$ cat src/sv/b62e_pkg.sv
package b62e_pkg;

	localparam int NUM_W      = 32;
	localparam int CHAR_W     = 8;
	localparam int DIGIT_W    = 6;
	localparam int QUO_W      = 27;
	localparam int ALPHA_SIZE = 62;
	localparam int IN_DATA_W  = 56;

	// floor(2^37 / 62): quotient estimate is exact or one low
	localparam logic [NUM_W-1:0] RECIP = 32'd2216757314;
	localparam int RECIP_SHIFT = 37;
	localparam logic [6:0] RADIX = 7'd62;

	localparam logic [CHAR_W-1:0] MINUS_CHAR = 8'd45;
	localparam logic [CHAR_W-1:0] LEARN_CHAR = 8'd0;

	localparam int CODE_CHARS   = 3;
	localparam int LEARN_DIGITS = (CODE_CHARS < 3) ? CODE_CHARS : 3;

	localparam logic CMD_LEARN  = 1'b0;
	localparam logic CMD_ENCODE = 1'b1;

	localparam logic [1:0] CODE_SEL_FIRST  = 2'd0;
	localparam logic [1:0] CODE_SEL_SECOND = 2'd1;

	typedef enum logic [3:0] {
		ST_IDLE,
		ST_MUL,
		ST_CORR,
		ST_LRD,
		ST_LWR,
		ST_LOUT,
		ST_MINUS,
		ST_ERD,
		ST_EOUT
	} state_t;

	typedef struct packed {
		logic load;
		logic mul;
		logic corr;
		logic lrd;
		logic lwr;
		logic erd;
		logic emit_learn;
		logic emit_minus;
		logic emit_char;
	} dp_cmd_t;

	typedef struct packed {
		logic is_encode;
		logic neg;
		logic in_skip;
		logic quo_zero;
		logic nd_last;
		logic val_zero;
		logic k_last;
		logic nd_zero;
		logic out_free;
	} dp_stat_t;

	function automatic logic [CHAR_W-1:0] std_char(input logic [DIGIT_W-1:0] d);
		logic [CHAR_W-1:0] dd;
		dd = {2'b00, d};
		if (d < 6'd10)
			return 8'd48 + dd;
		else if (d < 6'd36)
			return 8'd55 + dd;
		else
			return 8'd61 + dd;
	endfunction

endpackage

$ cat src/sv/base62_learned_alphabet_encoder_core.sv
// Base-62 encoder with a learnable 62-entry alphabet.
// Input stream s_axis: one request per item. tuser is the command (0 learn,
// 1 encode); tdata holds number[31:0], code_first, code_second, code_third.
// Output stream m_axis: tdata is one character, tlast marks the final
// character of a request, tuser is the learn conflict flag.
// A learn request returns one item (character 0, tlast 1, conflict flag).
// An encode request returns '-' for a negative number, then the base-62
// digits most significant first, mapped through the alphabet.
// Steps: each digit passes through one 32x32 reciprocal multiply and a
// correction step. Learn adds an alphabet read and a write per digit;
// encode adds a step for the minus sign and, per emitted character, an
// alphabet read and an output load.
// One request is in work at a time; s_axis_tready is high only while idle.
// A registered output stage holds the last result, so a new request is
// taken while it waits. When the receiver stalls, the core holds the
// current character and waits. Reset restores the standard 0-9A-Za-z
// alphabet at once (learned bits cleared) and empties the output.
module base62_learned_alphabet_encoder_core #(
	parameter int MAX_DIGITS = 6
) (
	input  logic        clk,
	input  logic        arst_n,
	input  logic        s_axis_tvalid,
	output logic        s_axis_tready,
	input  logic [55:0] s_axis_tdata,  // number, code_first, code_second, code_third
	input  logic        s_axis_tuser,  // command
	output logic        m_axis_tvalid,
	input  logic        m_axis_tready,
	output logic [7:0]  m_axis_tdata,  // character
	output logic        m_axis_tlast,
	output logic        m_axis_tuser   // conflict
);

	b62e_pkg::dp_cmd_t  dp_cmd;
	b62e_pkg::dp_stat_t dp_stat;

	b62e_ctrl u_ctrl (
		.clk           (clk),
		.arst_n        (arst_n),
		.s_axis_tvalid (s_axis_tvalid),
		.s_axis_tready (s_axis_tready),
		.stat          (dp_stat),
		.cmd           (dp_cmd)
	);

	b62e_datapath #(
		.MAX_DIGITS (MAX_DIGITS)
	) u_datapath (
		.clk           (clk),
		.arst_n        (arst_n),
		.cmd           (dp_cmd),
		.stat          (dp_stat),
		.s_axis_tdata  (s_axis_tdata),
		.s_axis_tuser  (s_axis_tuser),
		.m_axis_tvalid (m_axis_tvalid),
		.m_axis_tready (m_axis_tready),
		.m_axis_tdata  (m_axis_tdata),
		.m_axis_tlast  (m_axis_tlast),
		.m_axis_tuser  (m_axis_tuser)
	);

`ifndef SYNTHESIS
	a_busy_after_accept: assert property (@(posedge clk) disable iff (!arst_n)
		(s_axis_tvalid && s_axis_tready) |=> !s_axis_tready)
		else $error("request accepted while busy");

	a_emit_onehot: assert property (@(posedge clk) disable iff (!arst_n)
		$onehot0({dp_cmd.emit_learn, dp_cmd.emit_minus, dp_cmd.emit_char}))
		else $error("several output loads at once");

	a_emit_free: assert property (@(posedge clk) disable iff (!arst_n)
		(dp_cmd.emit_learn || dp_cmd.emit_minus || dp_cmd.emit_char) |-> dp_stat.out_free)
		else $error("output overwritten before taken");

	a_conflict_last: assert property (@(posedge clk) disable iff (!arst_n)
		(m_axis_tvalid && !m_axis_tlast) |-> !m_axis_tuser)
		else $error("conflict flag on a non-final item");
`endif

endmodule

$ cat src/sv/b62e_datapath.sv
module b62e_datapath #(
	parameter int MAX_DIGITS = 6
) (
	input  logic                clk,
	input  logic                arst_n,
	input  b62e_pkg::dp_cmd_t   cmd,
	output b62e_pkg::dp_stat_t  stat,
	input  logic [55:0]         s_axis_tdata,  // number, code_first, code_second, code_third
	input  logic                s_axis_tuser,  // command
	output logic                m_axis_tvalid,
	input  logic                m_axis_tready,
	output logic [7:0]          m_axis_tdata,  // character
	output logic                m_axis_tlast,
	output logic                m_axis_tuser   // conflict
);

	localparam int IDX_W = (MAX_DIGITS > 1) ? $clog2(MAX_DIGITS) : 1;
	localparam int CNT_W = $clog2(MAX_DIGITS + 1);

	logic [31:0] in_number;
	logic [31:0] in_mag;

	logic        cmd_q;
	logic        neg_q;
	logic [7:0]  code_first_q;
	logic [7:0]  code_second_q;
	logic [7:0]  code_third_q;
	logic [31:0] val_q;
	logic [26:0] quo0_q;
	logic [5:0]  digit_q;
	logic [1:0]  k_q;
	logic        conf_q;
	logic [CNT_W-1:0] nd_q;
	logic [CNT_W-1:0] nd_m1;
	logic [5:0]  dbuf_q [MAX_DIGITS];

	logic [61:0] learned_q;
	logic [7:0]  alph_mem [0:61];
	logic [7:0]  rd_mem_q;
	logic        rd_lrn_q;
	logic [7:0]  rd_std_q;
	logic [5:0]  rd_addr;

	logic        out_valid_q;
	logic [7:0]  out_char_q;
	logic        out_last_q;
	logic        out_conf_q;

	logic [63:0] prod;
	logic [32:0] q_sh6;
	logic [32:0] q_sh1;
	logic [32:0] q_x62;
	logic [32:0] rem_full;
	logic [6:0]  rem0;
	logic        corr_up;
	logic [5:0]  digit;
	logic [31:0] quo;
	logic [1:0]  code_idx;
	logic [7:0]  code_sel;
	logic        conflict;
	logic [7:0]  rd_char;

	assign in_number = s_axis_tdata[31:0];
	assign in_mag    = in_number[31] ? (32'd0 - in_number) : in_number;

	assign prod     = {32'd0, val_q} * {32'd0, b62e_pkg::RECIP};
	assign q_sh6    = {quo0_q, 6'b0};
	assign q_sh1    = {5'b0, quo0_q, 1'b0};
	assign q_x62    = q_sh6 - q_sh1;
	assign rem_full = {1'b0, val_q} - q_x62;
	assign rem0     = rem_full[6:0];
	assign corr_up  = (rem0 >= b62e_pkg::RADIX);
	assign digit    = corr_up ? 6'(rem0 - b62e_pkg::RADIX) : rem0[5:0];
	assign quo      = {5'd0, quo0_q} + {31'd0, corr_up};

	assign code_idx = 2'(b62e_pkg::LEARN_DIGITS - 1) - k_q;
	always_comb begin
		case (code_idx)
			b62e_pkg::CODE_SEL_FIRST:  code_sel = code_first_q;
			b62e_pkg::CODE_SEL_SECOND: code_sel = code_second_q;
			default:                   code_sel = code_third_q;
		endcase
	end

	assign conflict = rd_lrn_q && (rd_mem_q != code_sel);
	assign rd_char  = rd_lrn_q ? rd_mem_q : rd_std_q;
	assign nd_m1    = nd_q - CNT_W'(1);
	assign rd_addr  = cmd.erd ? dbuf_q[nd_m1[IDX_W-1:0]] : digit_q;

	// payload
	always_ff @(posedge clk) begin
		if (cmd.load) begin
			cmd_q         <= s_axis_tuser;
			neg_q         <= in_number[31];
			code_first_q  <= s_axis_tdata[39:32];
			code_second_q <= s_axis_tdata[47:40];
			code_third_q  <= s_axis_tdata[55:48];
			val_q         <= in_mag;
		end else if (cmd.corr) begin
			val_q <= quo;
		end
		if (cmd.mul)
			quo0_q <= prod[63:b62e_pkg::RECIP_SHIFT];
		if (cmd.corr) begin
			digit_q <= digit;
			if (cmd_q == b62e_pkg::CMD_ENCODE)
				dbuf_q[nd_q[IDX_W-1:0]] <= digit;
		end
	end

	// alphabet store; unlearned entries read as the standard order
	always_ff @(posedge clk) begin
		if (cmd.lwr)
			alph_mem[digit_q] <= code_sel;
		if (cmd.lrd || cmd.erd) begin
			rd_mem_q <= alph_mem[rd_addr];
			rd_lrn_q <= learned_q[rd_addr];
			rd_std_q <= b62e_pkg::std_char(rd_addr);
		end
	end

	always_ff @(posedge clk or negedge arst_n) begin
		if (!arst_n) begin
			learned_q <= '0;
			nd_q      <= '0;
			k_q       <= '0;
			conf_q    <= 1'b0;
		end else begin
			if (cmd.load) begin
				nd_q   <= '0;
				k_q    <= '0;
				conf_q <= 1'b0;
			end else begin
				if (cmd.corr && (cmd_q == b62e_pkg::CMD_ENCODE))
					nd_q <= nd_q + CNT_W'(1);
				else if (cmd.erd)
					nd_q <= nd_m1;
				if (cmd.lwr) begin
					learned_q[digit_q] <= 1'b1;
					k_q                <= k_q + 2'd1;
					if (conflict)
						conf_q <= 1'b1;
				end
			end
		end
	end

	// output register
	always_ff @(posedge clk or negedge arst_n) begin
		if (!arst_n) begin
			out_valid_q <= 1'b0;
		end else if (cmd.emit_learn || cmd.emit_minus || cmd.emit_char) begin
			out_valid_q <= 1'b1;
		end else if (m_axis_tready) begin
			out_valid_q <= 1'b0;
		end
	end

	always_ff @(posedge clk) begin
		if (cmd.emit_learn) begin
			out_char_q <= b62e_pkg::LEARN_CHAR;
			out_last_q <= 1'b1;
			out_conf_q <= conf_q;
		end else if (cmd.emit_minus) begin
			out_char_q <= b62e_pkg::MINUS_CHAR;
			out_last_q <= 1'b0;
			out_conf_q <= 1'b0;
		end else if (cmd.emit_char) begin
			out_char_q <= rd_char;
			out_last_q <= (nd_q == '0);
			out_conf_q <= 1'b0;
		end
	end

	assign m_axis_tvalid = out_valid_q;
	assign m_axis_tdata  = out_char_q;
	assign m_axis_tlast  = out_last_q;
	assign m_axis_tuser  = out_conf_q;

	assign stat.is_encode = (cmd_q == b62e_pkg::CMD_ENCODE);
	assign stat.neg       = neg_q;
	assign stat.in_skip   = (s_axis_tuser == b62e_pkg::CMD_LEARN)
		&& (in_number[31] || (in_number == 32'd0));
	assign stat.quo_zero  = (quo == 32'd0);
	assign stat.nd_last   = (nd_q == CNT_W'(MAX_DIGITS - 1));
	assign stat.val_zero  = (val_q == 32'd0);
	assign stat.k_last    = (k_q == 2'(b62e_pkg::LEARN_DIGITS - 1));
	assign stat.nd_zero   = (nd_q == '0);
	assign stat.out_free  = !out_valid_q || m_axis_tready;

endmodule

$ cat src/sv/b62e_ctrl.sv
module b62e_ctrl (
	input  logic               clk,
	input  logic               arst_n,
	input  logic               s_axis_tvalid,
	output logic               s_axis_tready,
	input  b62e_pkg::dp_stat_t stat,
	output b62e_pkg::dp_cmd_t  cmd
);

	b62e_pkg::state_t state_q;
	b62e_pkg::state_t state_d;

	always_ff @(posedge clk or negedge arst_n) begin
		if (!arst_n) begin
			state_q <= b62e_pkg::ST_IDLE;
		end else begin
			state_q <= state_d;
		end
	end

	always_comb begin
		cmd           = '0;
		state_d       = state_q;
		s_axis_tready = 1'b0;
		unique case (state_q)
			b62e_pkg::ST_IDLE: begin
				s_axis_tready = 1'b1;
				if (s_axis_tvalid) begin
					cmd.load = 1'b1;
					state_d  = stat.in_skip ? b62e_pkg::ST_LOUT : b62e_pkg::ST_MUL;
				end
			end
			b62e_pkg::ST_MUL: begin
				cmd.mul = 1'b1;
				state_d = b62e_pkg::ST_CORR;
			end
			b62e_pkg::ST_CORR: begin
				cmd.corr = 1'b1;
				if (!stat.is_encode)
					state_d = b62e_pkg::ST_LRD;
				else if (stat.quo_zero || stat.nd_last)
					state_d = stat.neg ? b62e_pkg::ST_MINUS : b62e_pkg::ST_ERD;
				else
					state_d = b62e_pkg::ST_MUL;
			end
			b62e_pkg::ST_LRD: begin
				cmd.lrd = 1'b1;
				state_d = b62e_pkg::ST_LWR;
			end
			b62e_pkg::ST_LWR: begin
				cmd.lwr = 1'b1;
				state_d = (stat.val_zero || stat.k_last) ? b62e_pkg::ST_LOUT : b62e_pkg::ST_MUL;
			end
			b62e_pkg::ST_LOUT: begin
				if (stat.out_free) begin
					cmd.emit_learn = 1'b1;
					state_d        = b62e_pkg::ST_IDLE;
				end
			end
			b62e_pkg::ST_MINUS: begin
				if (stat.out_free) begin
					cmd.emit_minus = 1'b1;
					state_d        = b62e_pkg::ST_ERD;
				end
			end
			b62e_pkg::ST_ERD: begin
				cmd.erd = 1'b1;
				state_d = b62e_pkg::ST_EOUT;
			end
			b62e_pkg::ST_EOUT: begin
				if (stat.out_free) begin
					cmd.emit_char = 1'b1;
					state_d       = stat.nd_zero ? b62e_pkg::ST_IDLE : b62e_pkg::ST_ERD;
				end
			end
			default: begin
				state_d = b62e_pkg::ST_IDLE;
			end
		endcase
	end

endmodule

$ cat config.mk
export PLATFORM = sky130hd
export DESIGN_NAME = base62_learned_alphabet_encoder_core
export DESIGN_NICKNAME = d
export VERILOG_FILES = /design/src/sv/b62e_pkg.sv /design/src/sv/base62_learned_alphabet_encoder_core.sv /design/src/sv/b62e_datapath.sv /design/src/sv/b62e_ctrl.sv
export SDC_FILE = /design/constraint.sdc
export NUM_CORES = 2
export LEC_CHECK = 0
export BUFFER_PORTS_ARGS = -buffer_cell sky130_fd_sc_hd__buf_2
export CORE_UTILIZATION = 40
export CTS_CLUSTER_DIAMETER = 100
export CTS_CLUSTER_SIZE = 30
export DETAILED_ROUTE_END_ITERATION = 10
export SLEW_MARGIN = 40
export SYNTH_ARGS = -nofsm -noshare
export SYNTH_HDL_FRONTEND = slang
export SYNTH_HIERARCHICAL = 1
export SYNTH_SLANG_ARGS = --single-unit
$ cat constraint.sdc
create_clock -name clk -period 7.9 [get_ports clk]
set_clock_uncertainty 0.2 [all_clocks]
set_input_delay 1.185 -clock clk [delete_from_list [all_inputs] [get_ports clk]]
set_output_delay 1.185 -clock clk [all_outputs]
set_load 0.005 [all_outputs]
After elaboration in Yosys (flattened, before gate mapping)

Memory sizes are Yosys's and may differ from the RTL's. A register that Yosys moved wholly into a read port is not among the register bits.
Cells that the tools add are included.

Flip-flop bits (word level): 183
Memory bits (writable): 532
Memories kept: 2
Input bits: 61
Output and inout port bits: 12

Bitwise gates (word level): 3
Eq/ne operators: 16
Add/subtract/negate cells: 12
Multiply operators: 1
Muxes and demuxes: 58
Magnitude comparators: 6
Reduce and logical (&&, ||, !) cells: 29

Memories:

| memory              | depth | width | rd ports | clocked after memory_dff | wr ports | line                | RTL |
|---|---|---|---|---|---|---|---|
| u_datapath.alph_mem | 62    | 8     | 1        | 1                        | 1        | b62e_datapath.sv:38 | `logic [7:0] alph_mem [0:61];` |
| u_datapath.dbuf_q   | 6     | 6     | 1        | 0                        | 1        | b62e_datapath.sv:35 | `logic [5:0] dbuf_q [MAX_DIGITS];` |

Operators with widths:

| cell                     | number |
|---|---|
| $logic_not A32 Y1        | 3 |
| $mux W32                 | 3 |
| $mul A32 B31 Y63 const B | 1 |
| $or A62 B62 Y62          | 1 |
| $pmux W4 S9              | 1 |
| $sub A1 B32 Y32 const A  | 1 |
| $mux W1                  | 30 |
| $add A27 B1 Y28          | 1 |
| $mux W4                  | 6 |
| $mux W6                  | 4 |
| $mux W8                  | 3 |
| $add A6 B6 Y7 const A    | 3 |
| $mux W3                  | 6 |
| $eq A4 B3 Y1 const B     | 4 |
| $pmux W8 S2              | 1 |
| $lt A6 B7 Y1 const B     | 2 |
| $sub A7 B7 Y7            | 2 |
| $reduce_bool A2 Y1       | 5 |
| $eq A4 B2 Y1 const B     | 2 |
| $ne A2 B2 Y1 const B     | 4 |
| $ne A8 B8 Y1             | 1 |
| $ge A7 B6 Y1 const B     | 1 |
| $logic_or A1 B1 Y1       | 7 |
| $bmux W1 S6              | 1 |
| 25 further kinds         | 32 |

Logic depth before layout (Yosys ltp)

Word-level depth: 9
Gate-level depth with buffers: 25
Depth with buffers taken out: 25

By module

Netlist, hierarchy kept.

Modules (own cells, without submodules):

| module        | instances | cells an instance | area an instance (um^2) | sequential area each (um^2) |
|---|---|---|---|---|
| b62e_datapath | 1         | 3235              | 38229.2                 | 21125.3 |
| b62e_ctrl     | 1         | 65                | 488.0                   | 100.1 |

Least setup slack after synthesis

Ideal clock, no wire load.

Path kind: register to register
Start point: register u_datapath.val_q[7]
End point: register u_datapath.quo0_q[25], data pin
Slack: 1554 ps
Arrival: 5890 ps
Setup time: 256 ps
Stages on the path, launching flop included: 23
Cell sequence: edfxtp_1 ha_1 ha_1 xor2_1 ha_1 or2_2 fa_1 inv_1 fa_1 inv_1 fa_1 ha_1 ha_1 a21o_1 a21o_1 a221oi_1 o21ai_0 a21oi_1 nor3b_2 or3_1 clkbuf_1 a211o_1 and4_1

Longest elaborated chain between the ends: 1

RTL lines:

| what                          | line                 | RTL |
|---|---|---|
| start, declared               | b62e_datapath.sv:28  | `logic [31:0] val_q;` |
| start signal, assigned        | b62e_datapath.sv:98  | `val_q <= in_mag;` |
| start signal, assigned        | b62e_datapath.sv:100 | `val_q <= quo;` |
| $mul A32 B31 Y63              | b62e_datapath.sv:66  | `assign prod = {32'd0, val_q} * {32'd0, b62e_pkg::RECIP};` |
| named net u_datapath.prod[62] | b62e_datapath.sv:49  | `logic [63:0] prod;` |
| end signal, assigned          | b62e_datapath.sv:103 | `quo0_q <= prod[63:b62e_pkg::RECIP_SHIFT];` |
| end, declared                 | b62e_datapath.sv:29  | `logic [26:0] quo0_q;` |

The timed path passes the listed nets, and every way through them passes these cells.
A chain may end at the register's enable or synchronous reset.

Worst setup path after layout

Start point: register u_datapath.val_q[2]
End point: register u_datapath.quo0_q[20], data pin

The elaborated chain is that of the path after synthesis.

==> results.json <==
{
  "syn_nets": 3735,
  "ys_async_sr_fraction_pct": 10.1,
  "fp.dieW_um": 313,
  "yosysTopAreaCellShare_pct": 49.6,
  "cts.clk_slew.worst_paths_ps": 110,
  "ys_seq_elements": 722,
  "cp_slowest_cell": "or4b_2",
  "start_util_pct": 40.6,
  "ys_top_cells_by_area": "edfxtp_1 (50%), ha_1 (8.7%), fa_1 (5.4%)",
  "grt_max_degree": 127,
  "min_period_ps": 7180,
  "synth_top_area_cell": "edfxtp_1",
  "synth_ff_type": "edfxtp_1",
  "syn2layout_area_growth_pct": 7.51,
  "overflow": 0,
  "viasPerCell": 5.55,
  "post_cts_buffers": 0,
  "tightest_slew_ps": 922,
  "num_vias": 25500,
  "syn_avg_cell_area_um2": 11.7,
  "numCtsBuffers": 31,
  "core.rowCount": 113,
  "root_buffer": "clkbuf_16",
  "critical_path_class": "reg2reg",
  "post_cts_resized": 0,
  "io_buffers": 72,
  "dpl_cell_area_mm2": 0.0405,
  "die-area_mm2": 0.0980,
  "critPathMaxFanout": 5,
  "dp_hpwl_um": 74100,
  "min_path_type": "in2async",
  "final_cell_area_mm2": 0.0416,
  "max_clock_freq_mhz": 139,
  "instances_no_fill": 4590,
  "cts_max_level": 1,
  "n_antenna_cell": 0,
  "clock_latency_ps": 670,
  "placed_cells": 4533,
  "synth_cell_type_count": 80,
  "tns_ps": 0,
  "rsz0062_at_grt": "false",
  "cp.arrival_ps": 7440,
  "routed_wl_um": 106000,
  "cpPeakStageDelay_ps": 630,
  "dr.pass1.iters": 5,
  "reg2reg_depth": 21,
  "cts_tree": "done",
  "gp_congestion": 0.936,
  "crit_path_end_kind": "flip-flop",
  "ys_seq_area_share_pct": 54.8,
  "io_pins": 73,
  "crit_required_ps": 8160,
  "wire_per_inst_um": 23.0,
  "max_slew_margin_pct": 38.3,
  "drv_slew": 0,
  "regToRegSetupSlack_ps": 720,
  "outcome": "finished clean",
  "cts_sinks": 722,
  "synthCells": 3300,
  "hold_viol_final": 0,
  "drive_gt1_share_pct": 7.88,
  "setup_violations": 0,
  "max_cap_violations": 0,
  "antenna_found_initial": 1,
  "yosysWarnings": 6,
  "layout.nets": 3737,
  "drc_errors": 0,
  "finalCritPeriodShare_pct": 90.9,
  "first_iter_violations": 2288,
  "start_kind": "flip-flop",
  "cp_cell_sequence": "ha_1 -> ha_1 -> xor2_1 -> ha_1 -> or2_2 -> fa_1 -> inv_1 -> fa_1 -> inv_1 -> fa_1 -> ha_1 -> ha_1 -> a21o_1 -> a21o_1 -> a221oi_1 -> o21ai_0 -> a21oi_1 -> nor3b_2 -> o21ba_2 -> or4b_2 -> o311ai_0",
  "grt_pass1_vias": 24900,
  "core_mm2": 0.0954,
  "syn-cell-area_mm2": 0.0387,
  "crit_top_cell": "ha_1",
  "drtAntennaViolNets": 0,
  "synth_edf_count": 640,
  "hold_ws_ps": 121,
  "clockBufferDepth": 3,
  "grt_util_all_layers_pct": 21.3,
  "cts-hold-fix-buffers": 0,
  "die_h_um": 313,
  "grt_pass1_wl_um": 159000
}
metrics by stage:
stage / util, % / setup slack [ps]
CTS: 43.5 / 701
global route: 43.6 / 413
floorplan: - / 1550
finish: 43.6 / 719
global placement: 42.4 / 738
detailed placement: 42.5 / 777
sequential cells by signal, indices dropped and copies added (netlist names):
register,count
u_datapath/rd_std_q,7
u_datapath/rd_lrn_q,1
u_datapath/code_first_q,8
u_datapath/m_axis_tvalid,1
u_datapath/k_q,2
u_datapath/dbuf_q,36
u_datapath/rd_mem_q,8
u_datapath/m_axis_tlast,1
u_datapath/m_axis_tdata,8
u_datapath/code_third_q,8
u_datapath/conf_q,1
u_datapath/cmd_q,1
u_datapath/learned_q,62
u_datapath/alph_mem,496
u_datapath/val_q,32
u_datapath/code_second_q,8
u_datapath/nd_q,3
u_datapath/quo0_q,27
u_datapath/digit_q,6
u_datapath/m_axis_tuser,1
u_datapath/neg_q,1
u_ctrl/state_q,4
synthesized netlist by cell type, drive strengths merged (53+ instances only):
cell	instances
buf	92
mux2i	59
edfxtp	640
ha	269
fa	105
xor2	53
nand2	535
o21bai	65
inv	253
a31oi	59
o21ai	81
nand3	170
a21oi	124
dfrtp	73
clkbuf	64
nor2	151
xnor2	60
layout by cell type (no fill, tap or decap), types with 10 or more instances in the layout:
master	n
nor2b_1	19
xor2_1	53
edfxtp_1	640
o31ai_1	13
buf_4	47
and3_1	47
buf_2	71
inv_1	251
nor3_1	25
and2_1	11
mux2_2	10
o22ai_1	11
mux2i_1	58
o2111ai_1	10
nor2_2	24
ha_1	268
clkbuf_16	31
xnor2_1	59
nand4_1	24
nor2_1	127
nor4_1	18
o21bai_1	65
a21oi_1	122
a311oi_1	37
clkbuf_1	14
a22oi_1	12
o21ai_0	72
nand2_1	533
a31oi_1	58
fa_1	105
dfrtp_1	73
a211oi_1	23
nand3_1	170
a21o_1	36
worst max-delay path, delay by kind of cell, from the launching register on:
kind,cells,cell delay [ps]
buffers and inverters,2,110
xor gates and xnor gates,1,170
DFF,1,510
and+or+nand+nor,3,1120
adders and majority gates,8,3070
AOI/OAI and AO/OA,7,1800
per-layer routing:
metal | up-vias | wire, µm | global-route usage, %
met5 | - | 13 | 0
met4 | 2 | 2630 | 5.21
met3 | 107 | 5130 | 2.24
met2 | 694 | 51500 | 36.3
met1 | 12800 | 46500 | 29.2
li1 | 11900 | - | -
final cells by class:
| cell class | instances | area (µm²) |
|---|---|---|
| Clock buffer | 46 | 842 |
| Sequential cell | 722 | 21200 |
| Fill cell | 8940 | 53800 |
| Timing Repair Buffer | 125 | 833 |
| Clock inverter | 10 | 185 |
| Tap cell | 1265 | 1580 |
| Inverter | 254 | 963 |
| Multi-Input combinational cell | 2168 | 16000 |
final timing paths:
| kind | to | from |
|---|---|---|
| worst max-delay path | u_datapath/quo0_q[20] | u_datapath/val_q[2] |
| worst min-delay path | u_ctrl/state_q[2] | arst_n |
| worst max register to register | u_datapath/quo0_q[20] | u_datapath/val_q[2] |
| worst min register to register | u_datapath/learned_q[56] | u_datapath/learned_q[56] |
| max in group asynchronous | u_datapath/learned_q[23] | arst_n |
| min in group clk | u_datapath/learned_q[56] | u_datapath/learned_q[56] |
logic make-up (layout without fill, tap and decap cells):
family,Yosys count,count (layout),share of synthesized area (%)
fa+ha+maj,374,374,14.1
compound gates,548,548,9.55
buf+inv,410,435,4.55
simple gates,1056,1056,12.1
xor+xnor,113,113,2.58
flops,722,722,54.8
mux,77,77,2.26
Power is not shown: default switching activity piles up to over one toggle a cycle in this logic, so the estimate is an artifact.
